### config.mk
export PLATFORM = sky130hd
export DESIGN_NAME = wti_div
export DESIGN_NICKNAME = d
export VERILOG_FILES = /design/src/design/wti_pkg.sv /design/src/design/wti_div.sv
export SDC_FILE = /design/constraint.sdc
export NUM_CORES = 1
export LEC_CHECK = 0
export BUFFER_PORTS_ARGS = -buffer_cell sky130_fd_sc_hd__buf_2
export CAP_MARGIN = 20
export CORE_MARGIN = 2
export CORE_UTILIZATION = 34
export CTS_CLUSTER_DIAMETER = 80
export DETAILED_ROUTE_END_ITERATION = 10
export PLACE_DENSITY_LB_ADDON = 0.2
export SYNTH_ARGS = -nofsm -noshare
export SYNTH_HDL_FRONTEND = slang
export SYNTH_SLANG_ARGS = --single-unit
### constraint.sdc
create_clock -name clk -period 9.3 [get_ports clk]
set_clock_uncertainty 0.2 [all_clocks]
set_input_delay 1.86 -clock clk [delete_from_list [all_inputs] [get_ports clk]]
set_output_delay 1.86 -clock clk [all_outputs]
set_load 0.01 [all_outputs]
### src/design/wti_pkg.sv
`timescale 1ns / 1ps
package wti_pkg;

    localparam logic [1:0] MODE_SET   = 2'd0;
    localparam logic [1:0] MODE_DEL   = 2'd1;
    localparam logic [1:0] MODE_CLEAR = 2'd2;
    localparam logic [1:0] MODE_QUERY = 2'd3;

    localparam logic [1:0] ST_OK     = 2'd0;
    localparam logic [1:0] ST_BEFORE = 2'd1;
    localparam logic [1:0] ST_AFTER  = 2'd2;
    localparam logic [1:0] ST_FULL   = 2'd3;

    localparam int DIV_DVD_W = 64;
    localparam int DIV_DSR_W = 32;

    typedef struct packed {
        logic [31:0]        time_key;
        logic signed [31:0] latitude;
        logic signed [31:0] longitude;
        logic signed [31:0] altitude;
    } entry_t;

endpackage

### src/design/wti_div.sv
`timescale 1ns / 1ps
module wti_div (
    input  logic                          clk,
    input  logic                          rst_n,
    input  logic                          start,
    input  logic [wti_pkg::DIV_DVD_W-1:0] dividend,
    input  logic [wti_pkg::DIV_DSR_W-1:0] divisor,
    output logic                          busy,
    output logic                          done,
    output logic [wti_pkg::DIV_DSR_W-1:0] quotient
);
    import wti_pkg::*;

    localparam int CNT_W = $clog2(DIV_DVD_W);

    logic                 busy_reg;
    logic                 done_reg;
    logic [CNT_W-1:0]     cnt_reg;
    logic [DIV_DVD_W-1:0] dvd_reg;
    logic [DIV_DSR_W-1:0] dsr_reg;
    logic [DIV_DSR_W-1:0] rem_reg;
    logic [DIV_DSR_W-1:0] quo_reg;
    logic [DIV_DSR_W:0]   trial;
    logic [DIV_DSR_W:0]   diff;
    logic                 take;

    assign trial = {rem_reg, dvd_reg[DIV_DVD_W-1]};
    assign diff  = trial - {1'b0, dsr_reg};
    assign take  = ~diff[DIV_DSR_W];

    always_ff @(posedge clk or negedge rst_n)
    begin
        if (!rst_n)
        begin
            busy_reg <= 1'b0;
            done_reg <= 1'b0;
            cnt_reg  <= '0;
        end
        else
        begin
            done_reg <= 1'b0;
            if (start)
            begin
                busy_reg <= 1'b1;
                cnt_reg  <= '0;
            end
            else if (busy_reg)
            begin
                cnt_reg <= cnt_reg + CNT_W'(1);
                if (cnt_reg == CNT_W'(DIV_DVD_W - 1))
                begin
                    busy_reg <= 1'b0;
                    done_reg <= 1'b1;
                end
            end
        end
    end

    always_ff @(posedge clk)
    begin
        if (start)
        begin
            dvd_reg <= dividend;
            dsr_reg <= divisor;
            rem_reg <= '0;
            quo_reg <= '0;
        end
        else if (busy_reg)
        begin
            dvd_reg <= {dvd_reg[DIV_DVD_W-2:0], 1'b0};
            rem_reg <= take ? diff[DIV_DSR_W-1:0] : trial[DIV_DSR_W-1:0];
            quo_reg <= {quo_reg[DIV_DSR_W-2:0], take};
        end
    end

    assign busy     = busy_reg;
    assign done     = done_reg;
    assign quotient = quo_reg;

endmodule

== After elaboration in Yosys (flattened, before gate mapping) ==
Index checks and enable logic that the tools add are counted.
W data, S select, Z words.

* $add $sub $neg: 2
* Equality and inequality tests: 1
* Multiplexer cells: 11
* Bitwise logic cells: 1
* Reductions and logical operators: 1

{| class="wikitable"
|+ Operator list
! cell !! count
|-
| $mux W64 || 2
|-
| $sub A33 B32 Y33 || 1
|-
| $mux W32 || 1
|-
| $mux W6 || 2
|-
| $add A6 B1 Y6 const B || 1
|-
| $eq A6 B6 Y1 const B || 1
|-
| $mux W1 || 6
|-
| $reduce_bool A2 Y1 || 1
|-
| $not A1 Y1 || 1
|}

* Register bits after elaboration: 168
* Input bits: 99
* Output and inout port bits: 34

== Longest topological paths before layout ==
* Word-level depth: 4
* Mapped depth: 13
* Gate-level depth less buffers: 12

== Worst setup path after synthesis ==
OpenSTA, ideal clock, no wires.

* Path kind: input port to flip-flop
* Start: input start
* End: register dvd_reg[0] (enable)
* Library setup time: 0.419 ns
* Data arrival time: 3.306 ns
* Data required time: 8.681 ns
* Path slack: 5.375 ns
* Cell stages on the path: 3
* Buffers on the path: 1
* Cells stage by stage: buf_4 nor2_1 inv_1

* Word-level cells in the longest chain between the ends: 1

{| class="wikitable"
|+ Ends and longest elaborated chain
! element !! line !! source
|-
| start: declaration || wti_div.sv:5 || <nowiki>input logic start,</nowiki>
|-
| $reduce_bool A2 Y1 (no line) || n/a ||
|-
| end signal: assignment || wti_div.sv:63 || <nowiki>dvd_reg <= dividend;</nowiki>
|-
| end signal: assignment || wti_div.sv:70 || <nowiki>dvd_reg <= {dvd_reg[DIV_DVD_W-2:0], 1'b0};</nowiki>
|-
| end: declaration || wti_div.sv:19 || <nowiki>logic [DIV_DVD_W-1:0] dvd_reg;</nowiki>
|}

Every way passes these cells.
A chain may end at the register's enable or synchronous reset.

== Worst setup path after layout ==
* Start: register dvd_reg[63]
* End: register rem_reg[27]

* Word-level cells in the longest chain between the ends: 2

{| class="wikitable"
|+ Ends and longest elaborated chain
! element !! line !! source
|-
| $sub A33 B32 Y33 || wti_div.sv:28 || <nowiki>assign diff = trial - {1'b0, dsr_reg};</nowiki>
|-
| $mux W32 || wti_div.sv:71 || <nowiki>rem_reg <= take ? diff[DIV_DSR_W-1:0] : trial[DIV_DSR_W-1:0];</nowiki>
|-
| end signal: assignment || wti_div.sv:71 ||
|-
| end: declaration || wti_div.sv:21 || <nowiki>logic [DIV_DSR_W-1:0] rem_reg;</nowiki>
|}

Every way passes these cells.

==> flow_metrics.py <==
metrics = {
    "run_status": {
        "status": "completed",
    },
    "grt": {
        "antenna_found_initial": 8,
        "top_usage_layer": "met2",
        "grt_util_met2_pct": 22.1,
        "grt_first_pass_wirelength_um": 30800,
        "grt_overflow_total": 0,
        "grt_max_degree": 91,
        "grt_pass1_vias": 5918,
        "grt_use_met1_pct": 19.3,
        "grt_use_met3_pct": 5.85,
        "grt_usage_pct": 14.6,
    },
    "placement": {
        "gp_congestion": 0.791,
        "io_buffers": 132,
        "hpwl_um": 12500,
    },
    "yosys": {
        "synthArstFlopShare_pct": 4.76,
        "synth_top_family_by_area": "multiplexers",
        "synth_compound_area_share_pct": 11.7,
        "synth_xor_area_share_pct": 3.63,
        "muxShareOfSynthArea_pct": 12.7,
        "synth.cell_area_um2": 8510,
        "synth_cell_types": 74,
        "ys_seq_area_share_pct": 51.3,
        "synth_seq_cells": 168,
        "synth-simple-area-share_pct": 10.6,
        "ys_warn_count": 0,
        "synth_nets": 896,
        "synth_flop_cell": "edfxtp_1",
        "synth_edf_count": 96,
        "postSynthAreaPerCell_um2": 11.2,
        "synthCells": 763,
        "synth_fa_ha_area_share_pct": 5.08,
    },
    "clock_tree": {
        "cts_tree": "done",
        "cts_root_buffer": "clkbuf_16",
        "ctsResizeCount": 0,
        "clk_latency_ns": 0.43,
        "clk_pin_slew_worst_paths_ns": 0.07,
        "cts_hold_buffers": 0,
        "numCtsBuffers": 17,
        "post_cts_buffers": 0,
        "cts_sinks": 168,
        "cts.path.max_buffers": 2,
        "ctsHtreeMaxLevel": 4,
    },
    "hold_path": {
        "min_path_type": "reg2reg",
    },
    "floorplanning": {
        "die_area_um2": 26300,
        "coreArea_um2": 24500,
        "core.rowCount": 57,
        "start_util_pct": 34.8,
        "die_h_um": 162,
        "die_w_um": 162,
        "pin_count": 133,
    },
    "routing": {
        "wirelength_um": 18500,
        "initialDrtViolationCount": 241,
        "num_vias": 5921,
        "wl_per_cell_um": 15.2,
        "viasPerCell": 4.85,
        "dr.pass1.iters": 5,
        "ant_nets": 0,
        "drc": 0,
    },
    "sta": {
        "fmax_mhz": 247,
        "slew_viol_final": 0,
        "rsz0062_at_grt": "false",
        "fin_tns_setup_ns": 0,
        "max_slew_margin_pct": 31.6,
        "period_minus_slack_ns": 4.05,
        "finalHoldViolations": 0,
        "tightest_slew_ns": 1.02,
        "fin_crit_sh_pct": 43.5,
        "setup_viol": 0,
        "holdWs_ns": 0.300,
    },
    "setup_path": {
        "path_cells": "inv_1 > ha_1 > fa_1 > and2b_2 > o2111ai_2 > a2111oi_2 > nor3_4 > o21a_4 > xor2_4 > nand2_1 > a311oi_1",
        "endpoint_kind": "flip-flop",
        "start_kind": "flip-flop",
        "criticalPathCategory": "reg2reg",
        "cpMaxStageDelayCell": "xor2_4",
        "cpPeakStageDelay_ns": 0.82,
        "arrival_ns": 4.17,
        "crit_path_max_fanout": 33,
        "critPathRequiredTime_ns": 9.42,
    },
    "power_and_ir_drop": {
        "power.leakage_nw": 4.36,
        "p_per_area_nw_per_um2": 170,
        "vdd_drop_max_mv": 0.140,
    },
    "finish": {
        "area_growth_pct": 17.2,
        "largest_reg_flops": 64,
        "layout.nets": 1009,
        "multi_input_area_um2": 3720,
        "seqCellArea_um2": 4370,
        "fillers": 2428,
        "drive_gt1_share_pct": 28.7,
    },
    "run": {
        "cap_violations": 0,
    },
}
[cell families after synthesis]
group | count (synthesis)
AO/OA/AOI/OAI | 142
XOR/XNOR | 31
adder cells (fa/ha/maj) | 34
buffers and inverters | 88
flip-flops | 168
multiplexers | 100
AND/OR/NAND/NOR | 200
[cells in the mapped netlist (all sizes together) (15+ instances only)]
cell type	count	area, um2
edfxtp	96	2880
nor2	78	293
nand2	70	265
dfxtp	64	1280
mux2	63	709
inv	47	176
a21oi	37	193
mux2i	37	370
ha	33	413
o21ai	29	149
clkbuf	22	88.8
a311oi	19	166
buf	18	154
xnor2	16	159
xor2	15	150
[metrics by stage]
step	instances	util, %	total power [W]	area (um2)	setup WS, ns
3_5_place_dp	1181	38.3	0.00100	9360	4.94
4_1_cts	1213	40.7	0.00172	9960	5.21
5_1_grt	1217	40.8	0.00177	9970	4.87
6_report	1221	40.8	0.00169	9980	5.25
3_3_place_gp	1181	38.3	0.00100	9360	4.96
2_1_floorplan	763	-	0.000958	8510	5.37
[final cells by class]
cell class,count,share of cell area [%]
Sequential cell,168,43.8
Multi-Input combinational cell,507,37.3
Timing Repair Buffer,135,6.91
Clock buffer,17,4.26
Tap cell,324,4.06
Clock inverter,15,1.77
Inverter,47,1.77
Antenna cell,8,0.201
[cell usage in the layout, fill, tap and decap left out, types with 4 or more instances in the layout]
cell type  count
a21o_1         9
a21oi_1       35
a311oi_1      19
a31oi_1        5
buf_2        131
clkbuf_16     17
clkinv_8       4
dfrtp_1        7
dfxtp_1       64
diode_2        8
edfxtp_1      96
ha_1          33
inv_1         46
inv_8          6
mux2_2        63
mux2i_1       37
nand2_1       69
nand3_1        9
nand4_1       10
nor2_1        78
nor3_1         6
nor3b_1        4
o211ai_1       5
o21ai_0       26
o21bai_1       5
xnor2_1       15
xor2_1        14
[path summary, 6_finish.rpt]
path	startpoint	to	slack, ns	cells after the start
min in group asynchronous	rst_n	cnt_reg[1]$_DFFE_PN0P_	1.06	1
min	rem_reg[2]$_SDFFE_PP0P_	rem_reg[2]$_SDFFE_PP0P_	0.30	2
max	dvd_reg[63]$_DFFE_PP_	rem_reg[27]$_SDFFE_PP0P_	5.25	11
max in group asynchronous	rst_n	busy$_DFF_PN0_	7.64	1
min reg2reg	rem_reg[2]$_SDFFE_PP0P_	rem_reg[2]$_SDFFE_PP0P_	0.30	2
max reg2reg	dvd_reg[63]$_DFFE_PP_	rem_reg[27]$_SDFFE_PP0P_	5.25	11
[worst max-delay path: cells and delay by family, from the launching register on]
family          cells  cell delay (ns)
compound gates      4             1.38
fa+ha+maj           2             0.61
xor+xnor            1             0.82
simple gates        3             0.54
flops               1             0.33
buf+inv             1             0.06
[power by group]
group	internal, W	switching [W]
Sequential	0.000833	0.0000139
Clock	0.000365	0.000345
Combinational	0.0000681	0.0000696
Total	0.00127	0.000429
[per-layer routing]
layer,up-vias,wire length (um)
met5,-,11
met4,2,180
met3,13,1340
met2,120,8220
met1,2783,8800
li1,3003,-
No activity file was read; power rests on OpenSTA's default activity.
